===== src/sv/hsv2rgb_pkg.sv =====
package hsv2rgb_pkg;

  localparam int unsigned CH_W = 8;
  localparam int unsigned T_W = 25;     // 2*N + bias, N <= 255^3
  localparam int unsigned PROD_W = 42;  // T_W + 17 bit reciprocal

  localparam logic [CH_W-1:0] FULL_SCALE = 8'd255;
  localparam logic [T_W-1:0] ROUND_BIAS = 25'd65025;     // 255*255
  localparam logic [T_W-1:0] DIVISOR = 25'd130050;       // 2*255*255
  localparam logic [16:0] RECIP = 17'd66051;             // floor(2^33 / 130050)
  localparam int unsigned RECIP_SHIFT = 33;

  typedef struct packed {
    logic [CH_W-1:0] hue;
    logic [CH_W-1:0] saturation;
    logic [CH_W-1:0] brightness;
  } hsv_pixel_t;

  typedef struct packed {
    logic [CH_W-1:0] red;
    logic [CH_W-1:0] green;
    logic [CH_W-1:0] blue;
  } rgb_pixel_t;

  typedef struct packed {
    logic [2:0]      sext;
    logic [CH_W-1:0] k;
    logic [15:0]     vs;
    logic [15:0]     vp;
    logic [CH_W-1:0] chroma;
  } front_t;

  typedef struct packed {
    logic [2:0]      sext;
    logic [CH_W-1:0] chroma;
    logic [T_W-1:0]  tx;
    logic [T_W-1:0]  tb;
  } mix_t;

endpackage


===== src/sv/hsv2rgb_front.sv =====
module hsv2rgb_front
  import hsv2rgb_pkg::*;
(
  input  logic       clk,
  input  logic       en,
  input  hsv_pixel_t pix,
  output front_t     st
);

  front_t st_next;
  logic [10:0] h6;
  logic [10:0] rem;
  logic [2:0] sext;
  logic [CH_W-1:0] r8;

  always_comb begin
    h6 = 11'({pix.hue, 2'b00}) + 11'({pix.hue, 1'b0});
    // sextant = number of multiples of 255 not above 6*hue
    sext = 3'd0;
    for (int i = 1; i <= 6; i++) begin
      if (h6 >= 11'(i * 255)) begin
        sext = sext + 3'd1;
      end
    end
    rem = h6 - 11'({sext, 8'h00}) + 11'(sext);
    r8 = rem[7:0];
    st_next.sext = sext;
    st_next.k = sext[0] ? (FULL_SCALE - r8) : r8;
    st_next.vs = 16'(pix.brightness) * 16'(pix.saturation);
    st_next.vp = 16'(pix.brightness) * 16'(FULL_SCALE - pix.saturation);
    st_next.chroma = pix.brightness;
  end

  always_ff @(posedge clk) begin
    if (en) begin
      st <= st_next;
    end
  end

endmodule


===== src/sv/hsv2rgb_mix.sv =====
module hsv2rgb_mix
  import hsv2rgb_pkg::*;
(
  input  logic   clk,
  input  logic   en,
  input  front_t fr,
  output mix_t   st
);

  mix_t st_next;
  logic [23:0] base;
  logic [23:0] nx;

  always_comb begin
    base = 24'({fr.vp, 8'h00}) - 24'(fr.vp);   // 255 * v * (255 - s)
    nx = 24'(fr.vs) * 24'(fr.k) + base;
    st_next.sext = fr.sext;
    st_next.chroma = fr.chroma;
    st_next.tx = T_W'({nx, 1'b0}) + ROUND_BIAS;
    st_next.tb = T_W'({base, 1'b0}) + ROUND_BIAS;
  end

  always_ff @(posedge clk) begin
    if (en) begin
      st <= st_next;
    end
  end

endmodule


===== src/sv/hsv2rgb_rdiv.sv =====
module hsv2rgb_rdiv
  import hsv2rgb_pkg::*;
(
  input  logic            clk,
  input  logic            en,
  input  logic [T_W-1:0]  t,
  output logic [CH_W-1:0] chan
);

  logic [T_W-1:0] tval;
  logic [PROD_W-1:0] prod;
  logic [8:0] qe;
  logic [T_W:0] rem;
  logic [9:0] qr;

  always_ff @(posedge clk) begin
    if (en) begin
      tval <= t;
      prod <= PROD_W'(t) * PROD_W'(RECIP);
    end
  end

  // reciprocal estimate is exact or one low; one compare fixes it
  always_comb begin
    qe = prod[RECIP_SHIFT +: 9];
    rem = (T_W+1)'(tval) - (T_W+1)'(qe) * (T_W+1)'(DIVISOR);
    qr = 10'(qe) + 10'(rem >= (T_W+1)'(DIVISOR));
    chan = (qr > 10'(FULL_SCALE)) ? FULL_SCALE : qr[CH_W-1:0];
  end

endmodule


===== src/sv/hsv_to_rgb_converter_unit.sv =====
// HSV to RGB pixel converter, 8 bits per channel.
//
// Input channel hsv: hue (0..255 around the circle), saturation and
// brightness; transfer when hsv_valid is high and hsv_stall low.
// Output channel rgb: red, green, blue, rounded half up; transfer when
// rgb_valid is high and rgb_stall low.
//
// Four register stages: sextant and 8x8 products, mixed-channel sum,
// reciprocal multiply, then rounding fixup with channel swizzle into the
// output register. One pixel per clock sustained while rgb_stall is low.
//
// Each stage holds its own valid bit and advances when the stage after it
// is empty or moving, so bubbles are squeezed out. With rgb_valid and rgb_stall
// high the output holds; hsv_stall rises only once every stage is full.
// rst (synchronous) empties the pipeline; no state is kept between pixels.
module hsv_to_rgb_converter_unit
  import hsv2rgb_pkg::*;
(
  input  logic       clk,
  input  logic       rst,
  input  logic       hsv_valid,
  output logic       hsv_stall,
  input  hsv_pixel_t hsv,
  output logic       rgb_valid,
  input  logic       rgb_stall,
  output rgb_pixel_t rgb
);

  logic v1, v2, v3;
  logic adv1, adv2, adv3, adv4;
  front_t fr;
  mix_t mx;
  logic [2:0] sext;
  logic [CH_W-1:0] chroma;
  logic [CH_W-1:0] xval, mval;
  rgb_pixel_t rgb_next;

  assign adv4 = !rgb_valid || !rgb_stall;
  assign adv3 = !v3 || adv4;
  assign adv2 = !v2 || adv3;
  assign adv1 = !v1 || adv2;
  assign hsv_stall = !adv1;

  hsv2rgb_front u_front (
    .clk (clk),
    .en  (adv1),
    .pix (hsv),
    .st  (fr)
  );

  hsv2rgb_mix u_mix (
    .clk (clk),
    .en  (adv2),
    .fr  (fr),
    .st  (mx)
  );

  hsv2rgb_rdiv u_div_x (
    .clk  (clk),
    .en   (adv3),
    .t    (mx.tx),
    .chan (xval)
  );

  hsv2rgb_rdiv u_div_m (
    .clk  (clk),
    .en   (adv3),
    .t    (mx.tb),
    .chan (mval)
  );

  always_comb begin
    case (sext)
      3'd0: rgb_next = '{red: chroma, green: xval, blue: mval};
      3'd1: rgb_next = '{red: xval, green: chroma, blue: mval};
      3'd2: rgb_next = '{red: mval, green: chroma, blue: xval};
      3'd3: rgb_next = '{red: mval, green: xval, blue: chroma};
      3'd4: rgb_next = '{red: xval, green: mval, blue: chroma};
      default: rgb_next = '{red: chroma, green: mval, blue: xval};  // also full hue
    endcase
  end

  always_ff @(posedge clk) begin
    if (rst) begin
      v1 <= 1'b0;
      v2 <= 1'b0;
      v3 <= 1'b0;
      rgb_valid <= 1'b0;
    end else begin
      if (adv1) v1 <= hsv_valid;
      if (adv2) v2 <= v1;
      if (adv3) v3 <= v2;
      if (adv4) rgb_valid <= v3;
    end
  end

  always_ff @(posedge clk) begin
    if (adv3) begin
      sext <= mx.sext;
      chroma <= mx.chroma;
    end
    if (adv4) begin
      rgb <= rgb_next;
    end
  end

endmodule


===== config.mk =====
export PLATFORM = sky130hd
export DESIGN_NAME = hsv_to_rgb_converter_unit
export DESIGN_NICKNAME = d
export VERILOG_FILES = /design/src/sv/hsv2rgb_pkg.sv /design/src/sv/hsv2rgb_front.sv /design/src/sv/hsv2rgb_mix.sv /design/src/sv/hsv2rgb_rdiv.sv /design/src/sv/hsv_to_rgb_converter_unit.sv
export SDC_FILE = /design/constraint.sdc
export NUM_CORES = 2
export LEC_CHECK = 0
export BUFFER_PORTS_ARGS = -buffer_cell sky130_fd_sc_hd__buf_2
export CAP_MARGIN = 20
export CORE_ASPECT_RATIO = 1.2
export CORE_MARGIN = 4
export CORE_UTILIZATION = 40
export CTS_CLUSTER_SIZE = 25
export DETAILED_ROUTE_END_ITERATION = 7
export PLACE_DENSITY_LB_ADDON = 0.1
export SYNTH_ARGS = -nofsm -noshare
export SYNTH_HDL_FRONTEND = slang
export SYNTH_SLANG_ARGS = --single-unit

===== constraint.sdc =====
create_clock -name clk -period 8.9 [get_ports clk]
set_input_delay 0.89 -clock clk [delete_from_list [all_inputs] [get_ports clk]]
set_output_delay 0.89 -clock clk [all_outputs]
set_load 0.02 [all_outputs]

**Word-level counts from Yosys, hierarchy flattened**

Cells that the tools add are included.

- Multiplexer cells: 10
- Shift-type cells: 0
- Bitwise logic cells: 0
- Order comparisons: 10
- Divide/modulo/power cells: 0
- Add/subtract/negate cells: 18
- Eq/ne operators: 4
- Multiply operators: 7
- Reduce and logical (&&, ||, !) cells: 11

Operators by type and width:

| operator | number |
|---|---|
| $pmux W24 S5 | 1 |
| $mul A25 B17 Y42 const B | 2 |
| $ge A26 B17 Y1 const B | 2 |
| $sub A25 B26 Y26 | 2 |
| $add A25 B16 Y25 const B | 2 |
| $mul A9 B16 Y25 const B | 2 |
| $add A24 B24 Y24 | 1 |
| $mul A16 B8 Y24 | 1 |
| $mux W8 | 3 |
| $sub A24 B16 Y24 | 1 |
| $ge A11 B10 Y1 const B | 2 |
| $ge A11 B11 Y1 const B | 2 |
| $add A9 B1 Y10 | 2 |
| $gt A10 B8 Y1 const B | 2 |
| $mul A8 B16 Y16 | 1 |
| $mul A8 B8 Y16 | 1 |
| $mux W3 | 5 |
| $add A3 B1 Y3 const B | 4 |
| $add A10 B9 Y11 | 1 |
| $ge A11 B8 Y1 const B | 1 |
| $ge A11 B9 Y1 const B | 1 |
| $sub A8 B8 Y9 const A | 1 |
| $add A8 B3 Y8 | 1 |
| $sub A8 B1 Y8 const B | 1 |
| 9 further kinds | 18 |

- Input port bits: 28
- Bits in read-only memories: 0
- Bits in latches: 0
- Register bits: 285
- Output and inout port bits: 26
- Memories kept: 0
- RAM bits: 0
- Logic and storage cells: 82

**Logic depth before layout (Yosys ltp)**

- Depth in word-level cells: 16
- Gate-level depth with buffers: 38
- Gate-level depth less buffers: 37

**Modules after synthesis**

Synthesis repeated with hierarchy kept, for this count alone.

- Cell total of the unflattened synthesis: 3188
- Area total of the unflattened synthesis: 31213.7 um^2

Modules (own cells, without submodules):

| module | sequential area each (um^2) | instances | cells an instance | area each (um^2) |
|---|---|---|---|---|
| hsv2rgb_mix | 1771.7 | 1 | 808 | 7930.1 |
| hsv2rgb_rdiv (u_div_m) | 991.0 | 1 | 781 | 7370.8 |
| hsv2rgb_rdiv (u_div_x) | 991.0 | 1 | 735 | 6990.5 |
| hsv2rgb_front | 1501.4 | 1 | 679 | 6762.7 |
| hsv_to_rgb_converter_unit | 1131.1 | 1 | 185 | 2159.6 |

**Least setup slack after synthesis**

Ideal clock, no wire load.

- Path kind: register -> register
- From: register u_div_m.prod[40]
- To: register rgb[19] (netlist bit), data pin
- Buffers on the path: 0
- Setup time: 261 ps
- Required time: 8639 ps
- Cell stages (with the launch flop): 31
- Arrival: 8067 ps
- Period minus slack after synthesis: 8328 ps
- Setup slack: 572 ps
- Cells stage by stage: edfxtp_1 > fa_1 > fa_1 > fa_1 > inv_1 > fa_1 > inv_1 > ha_1 > inv_1 > a21oi_1 > o21ai_0 > a21boi_0 > o21a_1 > o21ai_0 > mux2_2 > a2111oi_0 > ha_1 > and4_1 > a221oi_1 > xnor2_1 > xnor2_1 > or4_1 > ha_1 > ha_1 > and3_1 > nand3_1 > xnor2_1 > a21oi_1 > nand2_1 > mux2_2 > a221o_1

RTL lines:

| item | line | source |
|---|---|---|
| start: declaration | hsv2rgb_rdiv.sv:11 | `logic [PROD_W-1:0] prod;` |
| start signal: assignment | hsv2rgb_rdiv.sv:19 | `prod <= PROD_W'(t) * PROD_W'(RECIP);` |
| end signal: assignment | hsv_to_rgb_converter_unit.sv:103 | `rgb <= rgb_next;` |
| end: declaration | hsv_to_rgb_converter_unit.sv:26 | `output rgb_pixel_t rgb` |

==> results.md <==
* Syn_nets at 4014
* CTS root buffer: clkbuf_16
* Crit end category: flop
* Setup TNS at 0 ns
* CTS tree: done
* Clock Skew at 0.02074 ns
* Max Slew Vio Count at 0
* GRT overflow at 0
* Via count at 21829
* Crit path max fanout at 10
* Period Utilization, post-route at 94.90%
* Post-Route WL at 72.28 mm
* Total die area at 80500 µm²
* Core area at 75150 µm²
* Nets at 4063
* Top cell type's share of synthesized area at 24.24%
* Pin count of the biggest net entering global routing at 77
* R2r startpoint: u_div_m.prod[37]
* Setup slack, reg-to-reg at 0.45 ns
* CP max-delay cell: fa_1
* Crit-path max cell delay at 0.56 ns
* Worst-Skew Late Latency at 0.56 ns
* Crit path to: rgb[17]
* DRT Pass-1 Iters at 5
* Hold Vio Cnt, Final at 0
* GRT Total Usage at 18.14%
* Synth Warn # at 0
* H-tree Lvls at 1
* Yosys reg bits at 212
* Startpoint Class: flop
* Num CTS Buffers at 26
* Worst EP required at 9.21 ns
* Ranking of synthesized cells by area: ha_1 24%, edfxtp_1 21%, fa_1 17%
* Commonest non-fill, non-tap cells in the layout: 589 x ha_1, 549 x inv_1, 255 x fa_1, 208 x edfxtp_1, 205 x nand2_1
* Clock sink count at 212
* DIE HEIGHT at 310.0 µm
* Vias in the first global route at 22810
* Slew HR at 25.27%
* Top achievable clock speed at 118.4 MHz
* RR Endpoint: rgb[17]
* Unique cell type count in the Yosys netlist at 87
* Post-synthesis sequential area ratio at 20.81%
* Die Wd at 259.7 µm
* Setup WS post-layout at 0.4543 ns
* Worst Path Arrival at 8.75 ns
* Clock-pin slew on the worst setup and hold paths at 0.06 ns
* Mapped Cells at 3140
* First-pass GRT wire length at 118.7 mm
* # Max-Cap Violations at 0
* Critical path launch point: u_div_m.prod[37]
* Clock Tree Buf Depth at 3
* Commonest non-fill, non-tap cell in the layout: ha_1
* Finish-stage setup viols at 0
* Antenna viol nets, final at 0
* Area Growth Syn to Fin at 8.124%
* Post-synth EDFFs at 208
* Port bufs at 53
* Vias per cell at 5.176
* Initial Utilization at 40.46%
* Leading area contributor after synthesis: ha_1
* Minimum clock period at 8.446 ns
* Hold Crit Class: reg -> reg
* # rows at 110
* RSZ-0062 raised after global routing: yes
* Status: completed
* Drt initial violations at 754
* Routed wire per std cell at 17.14 µm
* Ratio of cells with drive above 1 in the final layout at 5.204%
* Placer's final routability congestion estimate at 0.8700
* Cts hold-fix bufs at 0
* Cell Area, Synth at 30400 µm²
* DP HPWL at 60.00 mm
* Fraction of registers with async set or reset after synthesis at 0%
* Synth Flop Type: edfxtp_1
* DRC viols at 0
* CP Class: reg -> reg
* Slew @ Worst Pin at 1.121 ns
* Synthesized area per cell at 9.682 µm²
* Place WS at 0.09955 ns
* Ant. Diodes at 0
* # IOs at 54
* Reg2Reg Depth at 33
* Initial antenna violation count at 1
==> worst max-delay path: cells and delay by family (launching register included) <==
family                     cells  cell delay, ns
xor gates and xnor gates       3            0.33
AOI/OAI and AO/OA              9            1.83
buffers and inverters          6            0.67
and+or+nand+nor                5            1.17
DFF                            1            0.45
muxes                          2            0.65
adders and majority gates      8            3.07
==> layout make-up <==
| cell class | instances | area, µm² |
|---|---|---|
| tap | 1008 | 1261 |
| clock inverter | 21 | 289.0 |
| inverter | 553 | 2076 |
| fill | 7326 | 42270 |
| sequential | 212 | 6326 |
| multi-input combinational | 2324 | 21840 |
| clock buffer | 27 | 654.4 |
| timing repair buffer | 72 | 427.9 |
==> metal layers <==
layer	track usage, %	wire (µm)	share of wire (%)
met2	34.13	37440	52
met1	22.47	31110	43
met3	1.213	1795	2.5
met5	0	0	0
met4	4.921	1941	2.7
==> logic make-up after synthesis <==
group,share of synthesized area [%]
adder cells (fa/ha/maj),41.16
XOR/XNOR,5.782
buffers and inverters,7.457
AND/OR/NAND/NOR,12.53
flip-flops,20.81
other,0.01233
multiplexers,0.9465
AO/OA/AOI/OAI,11.31
==> cells in the mapped netlist, types with 10 or more instances <==
cell type and number:
edfxtp_1 208, clkbuf_1 50, a21boi_0 10, o211ai_1 18
ha_1 589, nor3_1 35, and2_1 118, o21a_1 28
a31oi_1 18, nor2b_1 70, nand2_1 206, xnor2_1 135
nand3_1 40, mux2i_1 13, fa_1 257, mux2_2 13
o21ai_0 100, a21oi_1 124, nand2b_1 55, a221o_1 10
a21o_1 63, and3_1 21, xor2_1 57, inv_1 553
nand4_1 19, a2111oi_0 10, a211oi_1 25, o21bai_1 10
nor2_1 122
==> through the flow <==
step | area (µm²) | instances | util [%] | hold slack [ns]
after CTS | 32790 | 4212 | 43.64 | 0.4195
after global routing | 32870 | 4217 | 43.74 | 0.4393
after detailed placement | 31850 | 4164 | 42.38 | 0.4045
after global placement | 31850 | 4164 | 42.38 | 0.4095
after floorplan | 30400 | 3140 | - | 0.4003
final | 32870 | 4217 | 43.74 | 0.4191
==> sequential cells by signal, indices dropped and copies added (netlist names) <==
name and cells:
v3 1, sext 3, u_div_x.prod 9, u_mix.st 58, v2 1, chroma 8, u_front.st 50, rgb_valid 1
u_div_m.tval 24, v1 1, u_div_x.tval 23, rgb 24, u_div_m.prod 9
==> timing repair <==
action                                  in CTS  in global routing
buffers inserted                             0                  4
resized for setup                            0                 13
endpoints found under the setup margin       0                 24
==> worst min path at each step <==
| stage | start | to | cells after the start |
|---|---|---|---|
| floorplan | u_mix.st[50] | chroma[0] | 0 |
| global route | u_mix.st[60] | sext[2] | 0 |
| finish | u_mix.st[51] | chroma[1] | 0 |
| CTS | u_mix.st[51] | chroma[1] | 0 |
| global placement | u_mix.st[60] | sext[2] | 0 |
| detailed placement | u_mix.st[51] | chroma[1] | 0 |
Power is left out: the tool's default activity adds up to more than one toggle a clock period on the data nets, which glitch-free logic cannot reach.
